**config.mk**
```make
export PLATFORM = sky130hd
export DESIGN_NAME = met_front
export DESIGN_NICKNAME = d
export VERILOG_FILES = /design/src/met_pkg.sv /design/src/met_front.sv
export SDC_FILE = /design/constraint.sdc
export NUM_CORES = 2
export LEC_CHECK = 0
export BUFFER_PORTS_ARGS = -buffer_cell sky130_fd_sc_hd__buf_2
export CORE_MARGIN = 2
export CORE_UTILIZATION = 40
export CTS_BUF_LIST = sky130_fd_sc_hd__clkbuf_8 sky130_fd_sc_hd__clkbuf_16
export DETAILED_ROUTE_END_ITERATION = 12
export PLACE_DENSITY_LB_ADDON = 0.25
export SLEW_MARGIN = 20
export SYNTH_ARGS = -nofsm -noshare
export SYNTH_HDL_FRONTEND = slang
export SYNTH_SLANG_ARGS = --single-unit
```
**constraint.sdc**
```tcl
create_clock -name i_clk -period 28.1 [get_ports i_clk]
set_input_delay 1.405 -clock i_clk [delete_from_list [all_inputs] [get_ports i_clk]]
set_output_delay 1.405 -clock i_clk [all_outputs]
set_load 0.01 [all_outputs]
```
**src/met_pkg.sv**
```systemverilog
// Shared types, constants and fixed-point helpers for the escape-time pixel block.
// Used by every module of the block; depends on nothing else.
`timescale 1ns / 1ps
`default_nettype none

package met_pkg;

    localparam int PIXEL_BITS     = 12;
    localparam int FRAC_BITS      = 28;
    localparam int ITER_BITS      = 16;
    localparam int CFG_INDEX_BITS = 3;
    localparam int CFG_DATA_BITS  = 32;
    localparam int STEP_BITS      = 31;
    localparam int QUEUE_DEPTH    = 4;

    localparam int S_TDATA_W = ((2 * PIXEL_BITS + 7) / 8) * 8;
    localparam int M_FIELD_W = ITER_BITS + 2 + 2 * PIXEL_BITS;
    localparam int M_TDATA_W = ((M_FIELD_W + 7) / 8) * 8;
    localparam int M_PAD_W   = M_TDATA_W - M_FIELD_W;

    // Coordinates and z are signed fixed point in 32 bits; intermediate sums
    // and products are held exactly in 66 bits before saturation.
    typedef logic signed [31:0] t_fix;
    typedef logic signed [65:0] t_wide;
    typedef logic signed [32:0] t_mop;

    typedef enum logic [1:0] {
        REASON_ESCAPED  = 2'd0,
        REASON_LIMIT    = 2'd1,
        REASON_BULB     = 2'd2,
        REASON_PERIODIC = 2'd3
    } t_reason;

    typedef enum logic [CFG_INDEX_BITS-1:0] {
        CFG_LEFT_REAL         = 3'd0,
        CFG_UPPER_IMAG        = 3'd1,
        CFG_STEP_REAL         = 3'd2,
        CFG_STEP_IMAG         = 3'd3,
        CFG_MAX_ITERATIONS    = 3'd4,
        CFG_ESCAPE_LIMIT      = 3'd5,
        CFG_CHECK_CARDIOID    = 3'd6,
        CFG_CHECK_PERIODICITY = 3'd7
    } t_cfg_index;

    typedef struct packed {
        t_fix                  left_real;
        t_fix                  upper_imag;
        logic [STEP_BITS-1:0]  step_real;
        logic [STEP_BITS-1:0]  step_imag;
        logic [ITER_BITS-1:0]  max_iterations;
        logic [STEP_BITS-1:0]  escape_limit;
        logic                  check_cardioid;
        logic                  check_periodicity;
    } t_cfg;

    localparam t_cfg CFG_RESET = '{
        left_real:         32'shE000_0000,
        upper_imag:        32'sh1000_0000,
        step_real:         31'd196608,
        step_imag:         31'd196608,
        max_iterations:    16'd256,
        escape_limit:      31'd1073741824,
        check_cardioid:    1'b1,
        check_periodicity: 1'b1
    };

    // One classified pixel on its way from the front end to the iterator.
    typedef struct packed {
        t_fix                  c_re;
        t_fix                  c_im;
        logic [PIXEL_BITS-1:0] px;
        logic [PIXEL_BITS-1:0] py;
        logic                  in_set;
    } t_item;

    typedef struct packed {
        logic [ITER_BITS-1:0]  count;
        t_reason               reason;
        logic [PIXEL_BITS-1:0] x;
        logic [PIXEL_BITS-1:0] y;
    } t_result;

    typedef enum logic [3:0] {
        F_IDLE,
        F_MAP_RE,
        F_MAP_IM,
        F_SPLIT,
        F_SQ_Y,
        F_SQ_A,
        F_SQ_B,
        F_SUM,
        F_QA,
        F_MUL_Q,
        F_CMP,
        F_PUSH
    } t_front_state;

    typedef enum logic [1:0] {
        B_IDLE,
        B_MUL,
        B_STEP,
        B_WAIT
    } t_back_state;

    localparam t_fix FIX_MAX = 32'sh7FFF_FFFF;
    localparam t_fix FIX_MIN = 32'sh8000_0000;

    function automatic t_wide wide(input t_fix v);
        return t_wide'(v);
    endfunction

    function automatic t_fix sat32(input t_wide v);
        t_fix r;
        if (v > wide(FIX_MAX)) begin
            r = FIX_MAX;
        end else if (v < wide(FIX_MIN)) begin
            r = FIX_MIN;
        end else begin
            r = v[31:0];
        end
        return r;
    endfunction

    // Product rescaled to the fixed-point grid, floor rounding, then saturated.
    function automatic t_fix fx_scale(input t_wide prod);
        t_wide s;
        s = prod >>> FRAC_BITS;
        return sat32(s);
    endfunction

    localparam t_fix FX_ONE       = sat32(t_wide'(1) <<< FRAC_BITS);
    localparam t_fix FX_QUARTER   = sat32(t_wide'(1) <<< (FRAC_BITS - 2));
    localparam t_fix FX_SIXTEENTH = sat32(t_wide'(1) <<< (FRAC_BITS - 4));

endpackage

`default_nettype wire

```
**src/met_front.sv**
```systemverilog
// Front end: maps a pixel to c and, if enabled, runs the cardioid/bulb test.
// One shared multiplier is stepped by a small sequencer; depends on met_pkg.
`timescale 1ns / 1ps
`default_nettype none

module met_front (
    input  wire                            i_clk,
    input  wire                            i_rst_n,
    input  met_pkg::t_cfg                  i_cfg,
    input  wire                            i_valid,
    output logic                           o_ready,
    input  wire [met_pkg::PIXEL_BITS-1:0]  i_px,
    input  wire [met_pkg::PIXEL_BITS-1:0]  i_py,
    output logic                           o_push,
    output met_pkg::t_item                 o_item,
    input  wire                            i_full
);

    met_pkg::t_front_state r_state, n_state;

    logic [met_pkg::PIXEL_BITS-1:0] r_px, r_py;
    met_pkg::t_wide r_prod;
    met_pkg::t_fix  r_cr, r_ci, r_a, r_b, r_y2, r_aa, r_q, r_qa;
    logic           r_bulb, r_in_set;

    met_pkg::t_mop  w_mul_a, w_mul_b;
    met_pkg::t_wide w_prod;

    assign w_prod = w_mul_a * w_mul_b;

    // Next state.
    always_comb begin
        n_state = r_state;
        unique case (r_state)
            met_pkg::F_IDLE:   if (i_valid) n_state = met_pkg::F_MAP_RE;
            met_pkg::F_MAP_RE: n_state = met_pkg::F_MAP_IM;
            met_pkg::F_MAP_IM: n_state = met_pkg::F_SPLIT;
            met_pkg::F_SPLIT: begin
                n_state = i_cfg.check_cardioid ? met_pkg::F_SQ_Y : met_pkg::F_PUSH;
            end
            met_pkg::F_SQ_Y:   n_state = met_pkg::F_SQ_A;
            met_pkg::F_SQ_A:   n_state = met_pkg::F_SQ_B;
            met_pkg::F_SQ_B:   n_state = met_pkg::F_SUM;
            met_pkg::F_SUM:    n_state = met_pkg::F_QA;
            met_pkg::F_QA:     n_state = met_pkg::F_MUL_Q;
            met_pkg::F_MUL_Q:  n_state = met_pkg::F_CMP;
            met_pkg::F_CMP:    n_state = met_pkg::F_PUSH;
            met_pkg::F_PUSH:   if (!i_full) n_state = met_pkg::F_IDLE;
            default:           n_state = met_pkg::F_IDLE;
        endcase
    end

    // Handshakes and multiplier operand selection.
    always_comb begin
        o_ready = 1'b0;
        o_push  = 1'b0;
        w_mul_a = '0;
        w_mul_b = '0;
        unique case (r_state)
            met_pkg::F_IDLE: o_ready = 1'b1;
            met_pkg::F_MAP_RE: begin
                w_mul_a = met_pkg::t_mop'(r_px);
                w_mul_b = met_pkg::t_mop'(i_cfg.step_real);
            end
            met_pkg::F_MAP_IM: begin
                w_mul_a = met_pkg::t_mop'(r_py);
                w_mul_b = met_pkg::t_mop'(i_cfg.step_imag);
            end
            met_pkg::F_SQ_Y: begin
                w_mul_a = met_pkg::t_mop'(r_ci);
                w_mul_b = met_pkg::t_mop'(r_ci);
            end
            met_pkg::F_SQ_A: begin
                w_mul_a = met_pkg::t_mop'(r_a);
                w_mul_b = met_pkg::t_mop'(r_a);
            end
            met_pkg::F_SQ_B: begin
                w_mul_a = met_pkg::t_mop'(r_b);
                w_mul_b = met_pkg::t_mop'(r_b);
            end
            met_pkg::F_MUL_Q: begin
                w_mul_a = met_pkg::t_mop'(r_q);
                w_mul_b = met_pkg::t_mop'(r_qa);
            end
            met_pkg::F_PUSH: o_push = !i_full;
            default: ;
        endcase
    end

    always_ff @(posedge i_clk) begin
        if (!i_rst_n) begin
            r_state <= met_pkg::F_IDLE;
        end else begin
            r_state <= n_state;
        end
    end

    // Datapath. The product register always follows the multiplier; each step
    // consumes the product that the previous step selected.
    always_ff @(posedge i_clk) begin
        r_prod <= w_prod;
        unique case (r_state)
            met_pkg::F_IDLE: begin
                r_px <= i_px;
                r_py <= i_py;
            end
            met_pkg::F_MAP_IM: begin
                r_cr <= met_pkg::sat32(met_pkg::wide(i_cfg.left_real) + r_prod);
            end
            met_pkg::F_SPLIT: begin
                r_ci     <= met_pkg::sat32(met_pkg::wide(i_cfg.upper_imag) - r_prod);
                r_a      <= met_pkg::sat32(met_pkg::wide(r_cr)
                                           - met_pkg::wide(met_pkg::FX_QUARTER));
                r_b      <= met_pkg::sat32(met_pkg::wide(r_cr)
                                           + met_pkg::wide(met_pkg::FX_ONE));
                r_in_set <= 1'b0;
            end
            met_pkg::F_SQ_A: r_y2 <= met_pkg::fx_scale(r_prod);
            met_pkg::F_SQ_B: r_aa <= met_pkg::fx_scale(r_prod);
            met_pkg::F_SUM: begin
                r_q    <= met_pkg::sat32(met_pkg::wide(r_aa) + met_pkg::wide(r_y2));
                r_bulb <= met_pkg::sat32(met_pkg::wide(met_pkg::fx_scale(r_prod))
                                         + met_pkg::wide(r_y2)) < met_pkg::FX_SIXTEENTH;
            end
            met_pkg::F_QA: begin
                r_qa <= met_pkg::sat32(met_pkg::wide(r_q) + met_pkg::wide(r_a));
            end
            met_pkg::F_CMP: begin
                r_in_set <= (met_pkg::fx_scale(r_prod) < (r_y2 >>> 2)) || r_bulb;
            end
            default: ;
        endcase
    end

    assign o_item = '{c_re: r_cr, c_im: r_ci, px: r_px, py: r_py, in_set: r_in_set};

endmodule

`default_nettype wire

```
==> out/metrics.yaml <==
cts:
  cts_root_buf: "clkbuf_16"
  clk_pin_slew_ns: 0.06
  clock_latency_ns: 0.61
  cts_tree: "built"
  htreeDepth: 2
  cts_buffers: 41
  clkSinkCount: 352
  post_cts.repair.setup_buffers: 0
  ctsHoldBuffers: 0
  post_cts_resized: 0
  clock_path_buffers: 3
sta:
  grt_setup_unrepaired: "false"
  drv_slew: 0
  period_share_pct: 44.5
  fmax_mhz: 80.0
  period_needed_ns: 12.49
  setup_viol: 0
  worst_pin_slew_ns: 1.21
  setup_ws_ns: 15.61
  timing.hold.ws_ns: 0.625
  hold_violations: 0
  fin_setup_tns_ns: 0
  max-slew-margin-rel_pct: 19.5
  fin_skew_ns: 0.0325
grt:
  track_usage_pct: 27.7
  gr-total-overflow: 0
  antenna_found_initial: 11
  grt_max_degree: 67
  first_global_vias: 52400
  grt_pass1_wl_um: 336000
setup_path:
  cpMostUsedCell: "fa_1"
  cp_max_fo: 63
  slowest_stage: "a222oi_1"
  timing.rr.start: "r_state[3]"
  crit_required_ns: 28.62
  crit_path_end_kind: "register"
  start_kind: "register"
  path_class: "reg2reg"
  arrival_ns: 13.02
  rr_worst_depth: 33
  critPathMaxStageDelay_ns: 1.13
  cp-startpoint: "r_state[3]"
routing:
  wl_met1_um: 93700
  drc: 0
  ant_nets: 0
  via_per_inst: 5.54
  highest_layer: "met5"
  drtIter0Drc: 4770
  met2WireLength_um: 98100
  drt-total-wl_um: 223000
  vias: 51500
  met3_length_um: 23000
  routedWlPerCell_um: 24.0
  drtPass1Iterations: 9
final_layout:
  post-route-util_pct: 43.4
  final_cells: 9306
  multi_input_area_um2: 47600
  layout-drive-gt1-share_pct: 6.97
  fillers: 15600
  area_growth_pct: 7.93
  nets: 9007
  seqCellArea_um2: 9870
logic_synthesis:
  syn_inst: 7106
  synth_area_um2: 63600
  synth_seq_cells: 352
  yosysWarnings: 0
  synth-async-reset-ratio_pct: 0
  synth_ff_type: "edfxtp_1"
  synth.distinct_cells: 90
  syn_nets: 8916
  avgSynthCellArea_um2: 8.95
  seq_area_frac_synth_pct: 15.5
  synth_edf_count: 282
min_path:
  hold_path_depth: 2
  worstHoldStart: "r_state[1]"
  hold_path_class: "reg2reg"
die:
  dieArea_um2: 162000
  start_util_pct: 40.2
  rows: 146
  fp.dieW_um: 403
  ios: 294
  die_h_um: 403
  coreArea_um2: 158000
pwr:
  power.density_nw_per_um2: 53.4
  peakVddDrop_uv: 43.6
  p_leak_uw: 0.0334
place:
  gp_congestion: 0.993
  io_buffer_count: 245
  dp_slack_ns: 15.85
  dp.cells: 9220
  hpwl_um: 185000
flow_run:
  max_cap_viol_count: 0
status:
  run_status: "complete, no violations"
power by group:
part	switching, uW	total (uW)	internal (uW)
clock	246	559	312
sequential	115	795	681
combinational	1480	2310	830
layout make-up:
class                   count  share of cell area (%)
well taps                2072                    3.78
repair buffers            373                    3.16
inverters                1348                    7.37
multi-input cells        5081                    69.3
clock buffers              44                    1.57
diodes                      4                  0.0146
clock inverters            32                   0.461
flip-flops and latches    352                    14.4
cells in the final DEF, fill, tap and decap left out, types with 18 or more instances in the layout:
master / count
edfxtp_1: 282
and2_1: 30
a21o_1: 165
clkbuf_16: 42
a31oi_1: 29
a21oi_1: 305
inv_1: 1352
xnor2_1: 147
o21ai_0: 204
ha_1: 480
and3_1: 30
o31ai_1: 24
o21bai_1: 51
and4_1: 44
a222oi_1: 41
buf_4: 118
o211ai_1: 18
nor3_1: 53
fa_1: 1127
dfxtp_1: 70
nor4_1: 22
nor2b_1: 47
nor2_1: 625
o21a_1: 94
buf_2: 251
nand2_1: 929
nand2b_1: 37
o21ai_1: 43
a211oi_1: 27
nand3_1: 57
nand4_1: 101
xor2_1: 94
path summary, 6_finish.rpt:
check | slack [ns] | to
setup / recovery | 15.61 | r_prod[65]
hold / removal | 0.63 | r_state[1]
setup reg to reg | 15.61 | r_prod[65]
hold reg to reg | 0.63 | r_state[1]
cell usage after synthesis, types with 37 or more instances:
cell type     n  area [um^2]
inv_1      1348         5060
fa_1       1127        22600
nand2_1     933         3500
nor2_1      631         2370
ha_1        480         6010
a21oi_1     308         1540
clkbuf_1    291         1090
edfxtp_1    282         8470
o21ai_0     205         1030
a21o_1      165         1240
xnor2_1     148         1300
nand4_1     101          632
o21a_1       94          706
xor2_1       94          823
dfxtp_1      70         1400
nor3_1       58          290
nand3_1      57          285
o21bai_1     51          383
nor2b_1      47          294
and4_1       45          394
o21ai_1      42          210
a222oi_1     41          410
nand2b_1     37          231
flip-flops by register name, summed over array words and instances, names as in the netlist:
signal / flops
r_prod: 66
r_a: 32
r_aa: 32
r_b: 32
r_ci: 32
r_cr: 32
r_q: 32
r_qa: 32
r_y2: 32
r_px: 12
r_py: 12
r_state: 4
r_bulb: 1
r_in_set: 1
cells by family (layout without fill, tap and decap cells):
kind of cell / Yosys count / after routing / share of synthesized area (%)
and+or+nand+nor: 2068 / 2068 / 14.3
buffers and inverters: 1673 / 1797 / 9.93
adders and majority gates: 1618 / 1618 / 45.1
AOI/OAI and AO/OA: 1147 / 1147 / 11.8
DFF: 352 / 352 / 15.5
xor gates and xnor gates: 242 / 242 / 3.33
muxes: 6 / 6 / 0.0983
other: 0 / 4 / 0
worst max-delay path: cells and delay by family, from the launching register on:
family	cells	cell delay, ns
buf+inv	6	0.80
compound gates	7	3.25
flops	1	0.64
simple gates	10	3.02
xor+xnor	1	0.22
fa+ha+maj	9	4.42
routing by layer:
metal  up-vias  GRT usage (%)
li1      22900              -
met1     26000           37.8
met2      2164           42.5
met3       358           8.10
met4        12           8.31
met5         -              0
through the flow:
stage / area, um^2 / total power, uW
finish: 68700 / 3670
floorplan: 63600 / 2320
detailed placement: 67200 / 3070
CTS: 68600 / 3650
global placement: 67200 / 3050
global route: 68700 / 3940
No activity file was read; power rests on OpenSTA's default activity.
