**src/met_pkg.sv**
```systemverilog
// Shared types, constants and fixed-point helpers for the escape-time pixel block.
// Used by every module of the block; depends on nothing else.
`timescale 1ns / 1ps
`default_nettype none

package met_pkg;

    localparam int PIXEL_BITS     = 12;
    localparam int FRAC_BITS      = 28;
    localparam int ITER_BITS      = 16;
    localparam int CFG_INDEX_BITS = 3;
    localparam int CFG_DATA_BITS  = 32;
    localparam int STEP_BITS      = 31;
    localparam int QUEUE_DEPTH    = 4;

    localparam int S_TDATA_W = ((2 * PIXEL_BITS + 7) / 8) * 8;
    localparam int M_FIELD_W = ITER_BITS + 2 + 2 * PIXEL_BITS;
    localparam int M_TDATA_W = ((M_FIELD_W + 7) / 8) * 8;
    localparam int M_PAD_W   = M_TDATA_W - M_FIELD_W;

    // Coordinates and z are signed fixed point in 32 bits; intermediate sums
    // and products are held exactly in 66 bits before saturation.
    typedef logic signed [31:0] t_fix;
    typedef logic signed [65:0] t_wide;
    typedef logic signed [32:0] t_mop;

    typedef enum logic [1:0] {
        REASON_ESCAPED  = 2'd0,
        REASON_LIMIT    = 2'd1,
        REASON_BULB     = 2'd2,
        REASON_PERIODIC = 2'd3
    } t_reason;

    typedef enum logic [CFG_INDEX_BITS-1:0] {
        CFG_LEFT_REAL         = 3'd0,
        CFG_UPPER_IMAG        = 3'd1,
        CFG_STEP_REAL         = 3'd2,
        CFG_STEP_IMAG         = 3'd3,
        CFG_MAX_ITERATIONS    = 3'd4,
        CFG_ESCAPE_LIMIT      = 3'd5,
        CFG_CHECK_CARDIOID    = 3'd6,
        CFG_CHECK_PERIODICITY = 3'd7
    } t_cfg_index;

    typedef struct packed {
        t_fix                  left_real;
        t_fix                  upper_imag;
        logic [STEP_BITS-1:0]  step_real;
        logic [STEP_BITS-1:0]  step_imag;
        logic [ITER_BITS-1:0]  max_iterations;
        logic [STEP_BITS-1:0]  escape_limit;
        logic                  check_cardioid;
        logic                  check_periodicity;
    } t_cfg;

    localparam t_cfg CFG_RESET = '{
        left_real:         32'shE000_0000,
        upper_imag:        32'sh1000_0000,
        step_real:         31'd196608,
        step_imag:         31'd196608,
        max_iterations:    16'd256,
        escape_limit:      31'd1073741824,
        check_cardioid:    1'b1,
        check_periodicity: 1'b1
    };

    // One classified pixel on its way from the front end to the iterator.
    typedef struct packed {
        t_fix                  c_re;
        t_fix                  c_im;
        logic [PIXEL_BITS-1:0] px;
        logic [PIXEL_BITS-1:0] py;
        logic                  in_set;
    } t_item;

    typedef struct packed {
        logic [ITER_BITS-1:0]  count;
        t_reason               reason;
        logic [PIXEL_BITS-1:0] x;
        logic [PIXEL_BITS-1:0] y;
    } t_result;

    typedef enum logic [3:0] {
        F_IDLE,
        F_MAP_RE,
        F_MAP_IM,
        F_SPLIT,
        F_SQ_Y,
        F_SQ_A,
        F_SQ_B,
        F_SUM,
        F_QA,
        F_MUL_Q,
        F_CMP,
        F_PUSH
    } t_front_state;

    typedef enum logic [1:0] {
        B_IDLE,
        B_MUL,
        B_STEP,
        B_WAIT
    } t_back_state;

    localparam t_fix FIX_MAX = 32'sh7FFF_FFFF;
    localparam t_fix FIX_MIN = 32'sh8000_0000;

    function automatic t_wide wide(input t_fix v);
        return t_wide'(v);
    endfunction

    function automatic t_fix sat32(input t_wide v);
        t_fix r;
        if (v > wide(FIX_MAX)) begin
            r = FIX_MAX;
        end else if (v < wide(FIX_MIN)) begin
            r = FIX_MIN;
        end else begin
            r = v[31:0];
        end
        return r;
    endfunction

    // Product rescaled to the fixed-point grid, floor rounding, then saturated.
    function automatic t_fix fx_scale(input t_wide prod);
        t_wide s;
        s = prod >>> FRAC_BITS;
        return sat32(s);
    endfunction

    localparam t_fix FX_ONE       = sat32(t_wide'(1) <<< FRAC_BITS);
    localparam t_fix FX_QUARTER   = sat32(t_wide'(1) <<< (FRAC_BITS - 2));
    localparam t_fix FX_SIXTEENTH = sat32(t_wide'(1) <<< (FRAC_BITS - 4));

endpackage

`default_nettype wire

```
**src/met_fifo.sv**
```systemverilog
// Short queue of classified pixels between the front end and the iterator.
// Register array with wrap-around pointers; depends on met_pkg.
`timescale 1ns / 1ps
`default_nettype none

module met_fifo #(
    parameter int DEPTH = met_pkg::QUEUE_DEPTH
) (
    input  wire             i_clk,
    input  wire             i_rst_n,
    input  wire             i_push,
    input  met_pkg::t_item  i_item,
    output logic            o_full,
    output logic            o_valid,
    input  wire             i_pop,
    output met_pkg::t_item  o_item
);

    localparam int PTR_W = $clog2(DEPTH);
    localparam int CNT_W = $clog2(DEPTH + 1);

    met_pkg::t_item   r_mem [DEPTH];
    logic [PTR_W-1:0] r_wr_ptr, r_rd_ptr;
    logic [CNT_W-1:0] r_count;

    assign o_full  = (r_count == CNT_W'(DEPTH));
    assign o_valid = (r_count != '0);
    assign o_item  = r_mem[r_rd_ptr];

    always_ff @(posedge i_clk) begin
        if (i_push) begin
            r_mem[r_wr_ptr] <= i_item;
        end
    end

    always_ff @(posedge i_clk) begin
        if (!i_rst_n) begin
            r_wr_ptr <= '0;
            r_rd_ptr <= '0;
            r_count  <= '0;
        end else begin
            if (i_push) begin
                r_wr_ptr <= (r_wr_ptr == PTR_W'(DEPTH - 1)) ? '0 : r_wr_ptr + 1'b1;
            end
            if (i_pop) begin
                r_rd_ptr <= (r_rd_ptr == PTR_W'(DEPTH - 1)) ? '0 : r_rd_ptr + 1'b1;
            end
            if (i_push && !i_pop) begin
                r_count <= r_count + 1'b1;
            end else if (i_pop && !i_push) begin
                r_count <= r_count - 1'b1;
            end
        end
    end

endmodule

`default_nettype wire

```
**config.mk**
```make
export PLATFORM = sky130hd
export DESIGN_NAME = met_fifo
export DESIGN_NICKNAME = d
export VERILOG_FILES = /design/src/met_pkg.sv /design/src/met_fifo.sv
export SDC_FILE = /design/constraint.sdc
export NUM_CORES = 1
export LEC_CHECK = 0
export ABC_AREA = 1
export BUFFER_PORTS_ARGS = -buffer_cell sky130_fd_sc_hd__clkbuf_2
export CORE_MARGIN = 2
export CORE_UTILIZATION = 45
export DETAILED_ROUTE_END_ITERATION = 7
export GPL_ROUTABILITY_DRIVEN = 0
export PLACE_DENSITY_LB_ADDON = 0.15
export SLEW_MARGIN = 40
export SYNTH_ARGS = -nofsm -noshare
export SYNTH_HDL_FRONTEND = slang
export SYNTH_SLANG_ARGS = --single-unit
```
**constraint.sdc**
```tcl
create_clock -name i_clk -period 4.2 [get_ports i_clk]
set_clock_uncertainty 0.2 [all_clocks]
set_input_delay 0.21 -clock i_clk [delete_from_list [all_inputs] [get_ports i_clk]]
set_output_delay 0.21 -clock i_clk [all_outputs]
set_load 0.01 [all_outputs]
```
==> impl_metrics.env, run 1 <==
export IMPL_outcome="finished, final reports clean"
export IMPL_p_per_area_nw_per_um2=481.4
export IMPL_leakagePower_nw=6.032
export IMPL_antenna_found_initial=1
export IMPL_hold_viol_final=0
export IMPL_synth_area_per_cell_um2=14.81
export IMPL_root_buffer="clkbuf_16"
export IMPL_grt_pass1_vias=8456
export IMPL_synthToLayoutAreaGrowth_pct=24.33
export IMPL_cts_sinks=365
export IMPL_critPathKind="reg -> out"
export IMPL_grt_max_degree=144
export IMPL_dp_slack_ns=1.399
export IMPL_min_delay_start="i_item[31]"
export IMPL_grt_pass1_wl_um=44970
export IMPL_setup_violations=0
export IMPL_clock_path_buffers=3
export IMPL_period_needed_ns=3.118
export IMPL_ys_seq_area_share_pct=79.72
export IMPL_synth_edff_count=356
export IMPL_ys_async_sr_fraction_pct=0
export IMPL_grt_overflow=0
export IMPL_drt_pass1_iter_count=7
export IMPL_cts_inserted_buffers=38
export IMPL_n_fill_cell=2423
export IMPL_hold_worst_slack_ns=0.2490
export IMPL_fin_crit_sh_pct=74.24
export IMPL_max_slew_margin_pct=51.61
export IMPL_holdCritPathClass="in -> reg"
export IMPL_p_total_mw=8.162
export IMPL_wl_um=29090
export IMPL_cp_max_fo=143
export IMPL_synthesis_area_um2=13640
export IMPL_grt_usage_pct=18.42
export IMPL_yosysMostFrequentCell="edfxtp_1"
export IMPL_io_buffers=183
export IMPL_avgViaCountPerCell=5.191
export IMPL_syn_nets=1021
export IMPL_path_clk_slew_ns=0.06
export IMPL_drtIter0Drc=430
export IMPL_synthCells=921
export IMPL_antenna_left=0
export IMPL_synth_distinct_cells=22
export IMPL_std_cell_rows=63
export IMPL_io_pins=184
export IMPL_drive_gt1_share_pct=20.94
export IMPL_fp_dieH_um=178.1
export IMPL_cts_max_level=2
export IMPL_cts_tree="built"
export IMPL_worst_pin_slew_ns=0.7259
export IMPL_die_area_um2=31710
export IMPL_wire_per_inst_um=18.08
export IMPL_drc=0
export IMPL_maxCapViolCount=0
export IMPL_r2r_setup_slack_ns=2.06
export IMPL_crit_required_ns=3.79
export IMPL_via_count=8352
export IMPL_start_kind="flop"
export IMPL_clock_latency_ns=0.52
export IMPL_setup_slack_ns=1.082
export IMPL_crit_path_end="o_item[34]"
export IMPL_r2r_end="r_mem[0][51]"
export IMPL_critPathArrivalTime_ns=2.71
export IMPL_dpl_hpwl_um=15200
export IMPL_synthTopCellsByCount="356 x edfxtp_1, 187 x nor2_1, 150 x o21ai_0, 89 x o22ai_1, 34 x clkbuf_1"
export IMPL_slew_viol_final=0
export IMPL_r2r_start="r_wr_ptr[0]"
export IMPL_rsz0062_at_grt="false"
export IMPL_ys_warnings_count=0
export IMPL_core_area_um2=29720
export IMPL_floorplan_initialDensity_pct=45.88
export IMPL_reg2regPathDepth=5
export IMPL_yosys_area_top_type_share_pct=78.40
export IMPL_end_kind="primary output"
export IMPL_synth_largest_area_cell="edfxtp_1"
export IMPL_final_setup_tns_ns=0
export IMPL_nets=1291
export IMPL_synth_area_leaders="edfxtp_1 78%, o21ai_0 5.5%, nor2_1 5.1%"
export IMPL_timing_fmax_ghz=0.3207
export IMPL_vdd_ir_drop_max_mv=0.3991
export IMPL_final_util_pct=57.05
export IMPL_synth_seq_cells=365
export IMPL_post_cts_setup_buffer_count=0
export IMPL_synth_main_ff_cell="edfxtp_1"
export IMPL_dieWidth_um=178.1
-- worst min-delay path by stage --
stage | end | depth (start not counted)
6_report | r_mem[0][31] | 2
5_1_grt | r_mem[1][74] | 2
4_1_cts | r_mem[0][6] | 2
3_5_place_dp | r_mem[0][6] | 1
3_3_place_gp | r_mem[1][69] | 1
2_1_floorplan | r_mem[0][0] | 0
-- cell usage in the layout, fill, tap and decap left out, types with 4 or more instances in the layout --
cell type / Yosys / routed
edfxtp_1: 356 / 356
nor2_1: 187 / 187
clkbuf_2: 0 / 183
o21ai_0: 150 / 150
dlygate4sd3_1: 0 / 92
o22ai_1: 89 / 89
clkbuf_16: 0 / 41
o21ai_1: 31 / 31
inv_1: 14 / 10
nand2_1: 9 / 9
clkbuf_1: 34 / 9
clkinv_2: 0 / 8
clkinv_1: 0 / 7
buf_4: 5 / 7
dfxtp_1: 9 / 7
ha_1: 6 / 6
inv_4: 0 / 4
buf_12: 1 / 4
-- worst max-delay path, cell delays in order (launching register included) --
cell	delay [ns]
dfxtp_4	0.66
clkinv_8	0.53
buf_4	0.44
o21ai_0	0.19
o22ai_1	0.10
clkbuf_2	0.14
-- sequential cells by signal (all words and copies together) (netlist names), named ones only --
register and count:
r_wr_ptr 2, r_rd_ptr 2, r_mem 356, r_count 3
-- cell type report --
type / count / area (um2) / area share [%]
inverter: 16 / 87.58 / 0.5166
clock inverter: 17 / 103.9 / 0.6126
sequential: 365 / 10880 / 64.15
tap: 390 / 488.0 / 2.878
antenna: 1 / 2.502 / 0.01476
multi-input combinational: 482 / 2344 / 13.82
clock buffer: 50 / 1060 / 6.251
timing repair buffer: 288 / 1992 / 11.75
-- routing by layer --
metal | vias to the layer above | wire length (um) | track usage [%]
li1 | 4016 | - | -
met1 | 4089 | 12670 | 23.49
met2 | 198 | 14090 | 31.75
met3 | 49 | 1741 | 4.071
met4 | 0 | 589 | 5.191
met5 | - | 0 | 0
-- cell families (layout without fill, tap and decap cells) --
group	after synthesis	after routing	synth area share (%)
flip-flops	365	365	79.72
adder cells (fa/ha/maj)	7	7	0.6974
AND/OR/NAND/NOR	201	201	5.588
XOR/XNOR	1	1	0.06424
buffers and inverters	74	371	3.092
other	0	1	0
AO/OA/AOI/OAI	273	273	10.84
-- power by group --
part	leakage [nW]	switching [mW]	internal (mW)
clock	0.572	1.30	1.83
combinational	2.11	0.519	0.303
sequential	3.35	0.0448	4.16
-- repair_timing --
item | 4_1_cts | 5_1_grt
gates resized for setup | 0 | 0
endpoints found under the hold margin | 365 | 0
hold buffers | 92 | 0
-- per-stage QoR --
stage	instances	instance area (um2)
5_1_grt	1609	16950
3_3_place_gp	1448	14830
4_1_cts	1608	16940
6_report	1609	16950
3_5_place_dp	1449	14860
2_1_floorplan	921	13640
Note: power is estimated with default switching activity, not from simulation.
==> run 2, diff against run 1 <==
- ABC_AREA: 1 -> 0
- clock period: 4.2 -> 3.25 ns (I/O delays scaled with it)
==> impl_metrics.env, run 2 <==
export IMPL_clock_path_buffers=3
export IMPL_largest_reg_flops=356
export IMPL_nets=920
export IMPL_ys_seq_area_share_pct=81.86
export IMPL_maxCapViolCount=0
export IMPL_synthCells=509
export IMPL_die_area_um2=30900
export IMPL_critPathKind="reg -> out"
export IMPL_synth_largest_area_cell="edfxtp_1"
export IMPL_core_area_um2=28860
export IMPL_synthToLayoutAreaGrowth_pct=28.04
export IMPL_p_per_area_nw_per_um2=640.6
export IMPL_start_kind="flop"
export IMPL_layout_commonest_cell="edfxtp_1"
export IMPL_cts_max_level=2
export IMPL_io_pins=184
export IMPL_hold_worst_slack_ns=0.2073
export IMPL_regMostFlops="r_mem"
export IMPL_synth_main_ff_cell="edfxtp_1"
export IMPL_antenna_left=0
export IMPL_wire_per_inst_um=20.89
export IMPL_grt_usage_pct=16.77
export IMPL_yosysMostFrequentCell="edfxtp_1"
export IMPL_critPathArrivalTime_ns=2.26
export IMPL_ys_async_sr_fraction_pct=0
export IMPL_synth_compound_area_share_pct=0.1508
export IMPL_dp_cells=1070
export IMPL_synth_area_leaders="edfxtp_1 81%, mux4_2 15%, dfxtp_1 1.4%"
export IMPL_synth_distinct_cells=24
export IMPL_synth_seq_cells=365
export IMPL_synth_xor_area_share_pct=0.1319
export IMPL_synth_top_family_by_area="multiplexers"
export IMPL_post_cts_setup_buffer_count=0
export IMPL_synthSimpleGateAreaFrac_pct=0.6878
export IMPL_post_synth_fa_ha_maj_area_fraction_pct=0.7161
export IMPL_synth_area_mux_share_pct=15.40
export IMPL_fin_cells=1234
export IMPL_timing_fmax_ghz=0.3815
export IMPL_dieWidth_um=175.8
export IMPL_synth_edff_count=356
export IMPL_antennaDiodeCount=0
export IMPL_syn_nets=609
export IMPL_grt_max_degree=48
export IMPL_grt_overflow=0
export IMPL_cts_repair_resized=0
export IMPL_antenna_found_initial=0
export IMPL_cts_sinks=365
export IMPL_synth_area_per_cell_um2=26.09
export IMPL_drc=0
export IMPL_fp_dieH_um=175.8
export IMPL_period_needed_ns=2.621
export IMPL_avgViaCountPerCell=5.129
export IMPL_std_cell_rows=62
export IMPL_biggestRegsByFlops="r_mem (356), r_count (3)"
export IMPL_synthesis_area_um2=13280
export IMPL_hold_viol_final=0
export IMPL_swShare_pct=20.62
export IMPL_leakagePower_nw=5.854
export IMPL_critical_path_slowest_cell="dfxtp_4"
export IMPL_drtIter0Drc=375
export IMPL_critPathTopFamily="flip-flops"
export IMPL_most_common_layout_cells="356 x edfxtp_1, 183 x clkbuf_2, 93 x dlygate4sd3_1, 89 x mux4_2, 41 x clkbuf_16"
export IMPL_synthTopCellsByCount="356 x edfxtp_1, 89 x mux4_2, 9 x buf_2, 9 x dfxtp_1, 7 x clkbuf_1"
export IMPL_vdd_ir_drop_max_mv=0.4849
export IMPL_n_fill_cell=2119
export IMPL_max_stage_delay_ns=0.68
export IMPL_pwr_share_clk_pct=41.0
export IMPL_worst_pin_slew_ns=0.6139
export IMPL_cts_tree="built"
export IMPL_cellInternalPower_mw=8.645
export IMPL_rsz0062_at_grt="false"
export IMPL_grt_pass1_vias=7017
export IMPL_outcome="finished, final reports clean"
export IMPL_ys_warnings_count=0
export IMPL_root_buffer="clkbuf_16"
export IMPL_setup_violations=0
export IMPL_cts_inserted_buffers=39
export IMPL_via_count=6329
export IMPL_drive_gt1_share_pct=40.82
export IMPL_crit_required_ns=2.89
export IMPL_path_clk_slew_ns=0.06
export IMPL_slew_viol_final=0
export IMPL_yosys_area_top_type_share_pct=80.51
export IMPL_switchingPower_mw=2.246
export IMPL_cp_max_fo=24
export IMPL_drt_pass1_iter_count=4
export IMPL_end_kind="primary output"
export IMPL_io_buffers=183
export IMPL_seqPwrFrac_pct=50.1
export IMPL_grt_pass1_wl_um=39120
export IMPL_wl_um=25780
export IMPL_fin_crit_sh_pct=80.65
export IMPL_p_comb_share_pct=8.9
export IMPL_dpl_hpwl_um=15330
export IMPL_holdCritPathClass="in -> reg"
export IMPL_clock_latency_ns=0.51
export IMPL_worstPathCellList="buf_4 -> mux4_2 -> clkbuf_2"
export IMPL_critical_path_buf_inv_count=2
export IMPL_floorplan_initialDensity_pct=46.02
export IMPL_final_setup_tns_ns=0
export IMPL_max_slew_margin_pct=59.07
-- run 2: cell types whose count changed after synthesis, moves of 27 or more --
cell      before  now
o21ai_0      150    1
mux4_2         0   89
clkbuf_1      34    7
o21ai_1       31    0
nor2_1       187    1
o22ai_1       89    0
-- run 2: layer usage --
layer  routed length (um)  up-vias  global-route usage [%]
li1                     -     2817                       -
met1                10830     3292                   22.11
met2                12960      176                   28.46
met3                 1423       44                   3.528
met4                  570        0                   4.855
met5                    0        -                       0
-- run 2: repair_timing --
action	4_1_cts	5_1_grt
endpoints found under the setup margin	0	0
endpoints found under the hold margin	365	0
hold buffers	93	0
-- run 2: through the flow --
step | instance area [um2] | utilization (%) | setup WS [ns] | power (mW)
3_3_place_gp | 14760 | 51.15 | 1.088 | 6.421
3_5_place_dp | 14760 | 51.15 | 1.083 | 6.454
4_1_cts | 17000 | 58.92 | 0.5294 | 11.00
6_report | 17000 | 58.92 | 0.6288 | 10.89
2_1_floorplan | 13280 | - | 0.003316 | 6.044
5_1_grt | 17000 | 58.92 | 0.4516 | 11.25
-- run 2: cell type report --
class | instances | area (um2) | share of cell area [%]
Multi-Input combinational cell | 120 | 2278 | 13.40
Sequential cell | 365 | 10880 | 63.98
Timing Repair Buffer | 290 | 2039 | 11.99
Clock inverter | 20 | 247.7 | 1.457
Inverter | 4 | 15.01 | 0.08831
Tap cell | 384 | 480.5 | 2.826
Clock buffer | 51 | 1064 | 6.255
-- run 2: power groups by stage --
stage / clock network (mW) / logic (mW) / registers (mW)
4_1_cts: 4.55 / 0.990 / 5.46
5_1_grt: 4.74 / 1.04 / 5.48
3_3_place_gp: 0 / 0.873 / 5.55
2_1_floorplan: 0 / 0.510 / 5.53
3_5_place_dp: 0 / 0.893 / 5.56
6_report: 4.46 / 0.969 / 5.46
-- run 2: kinds of logic after synthesis --
kind of cell | Yosys count
flip-flops | 365
AND/OR/NAND/NOR | 15
multiplexers | 93
XOR/XNOR | 2
adder cells (fa/ha/maj) | 7
AO/OA/AOI/OAI | 3
buffers and inverters | 24
-- run 2: final timing paths --
check,slack [ns],depth (start not counted),from,end
worst max-delay path,0.63,3,flop,o_item[7]
worst min register to register,0.33,2,r_count[2],r_count[2]
worst max register to register,1.16,4,r_wr_ptr[1],r_mem[1][36]
worst min-delay path,0.21,2,i_item[50],r_mem[2][50]
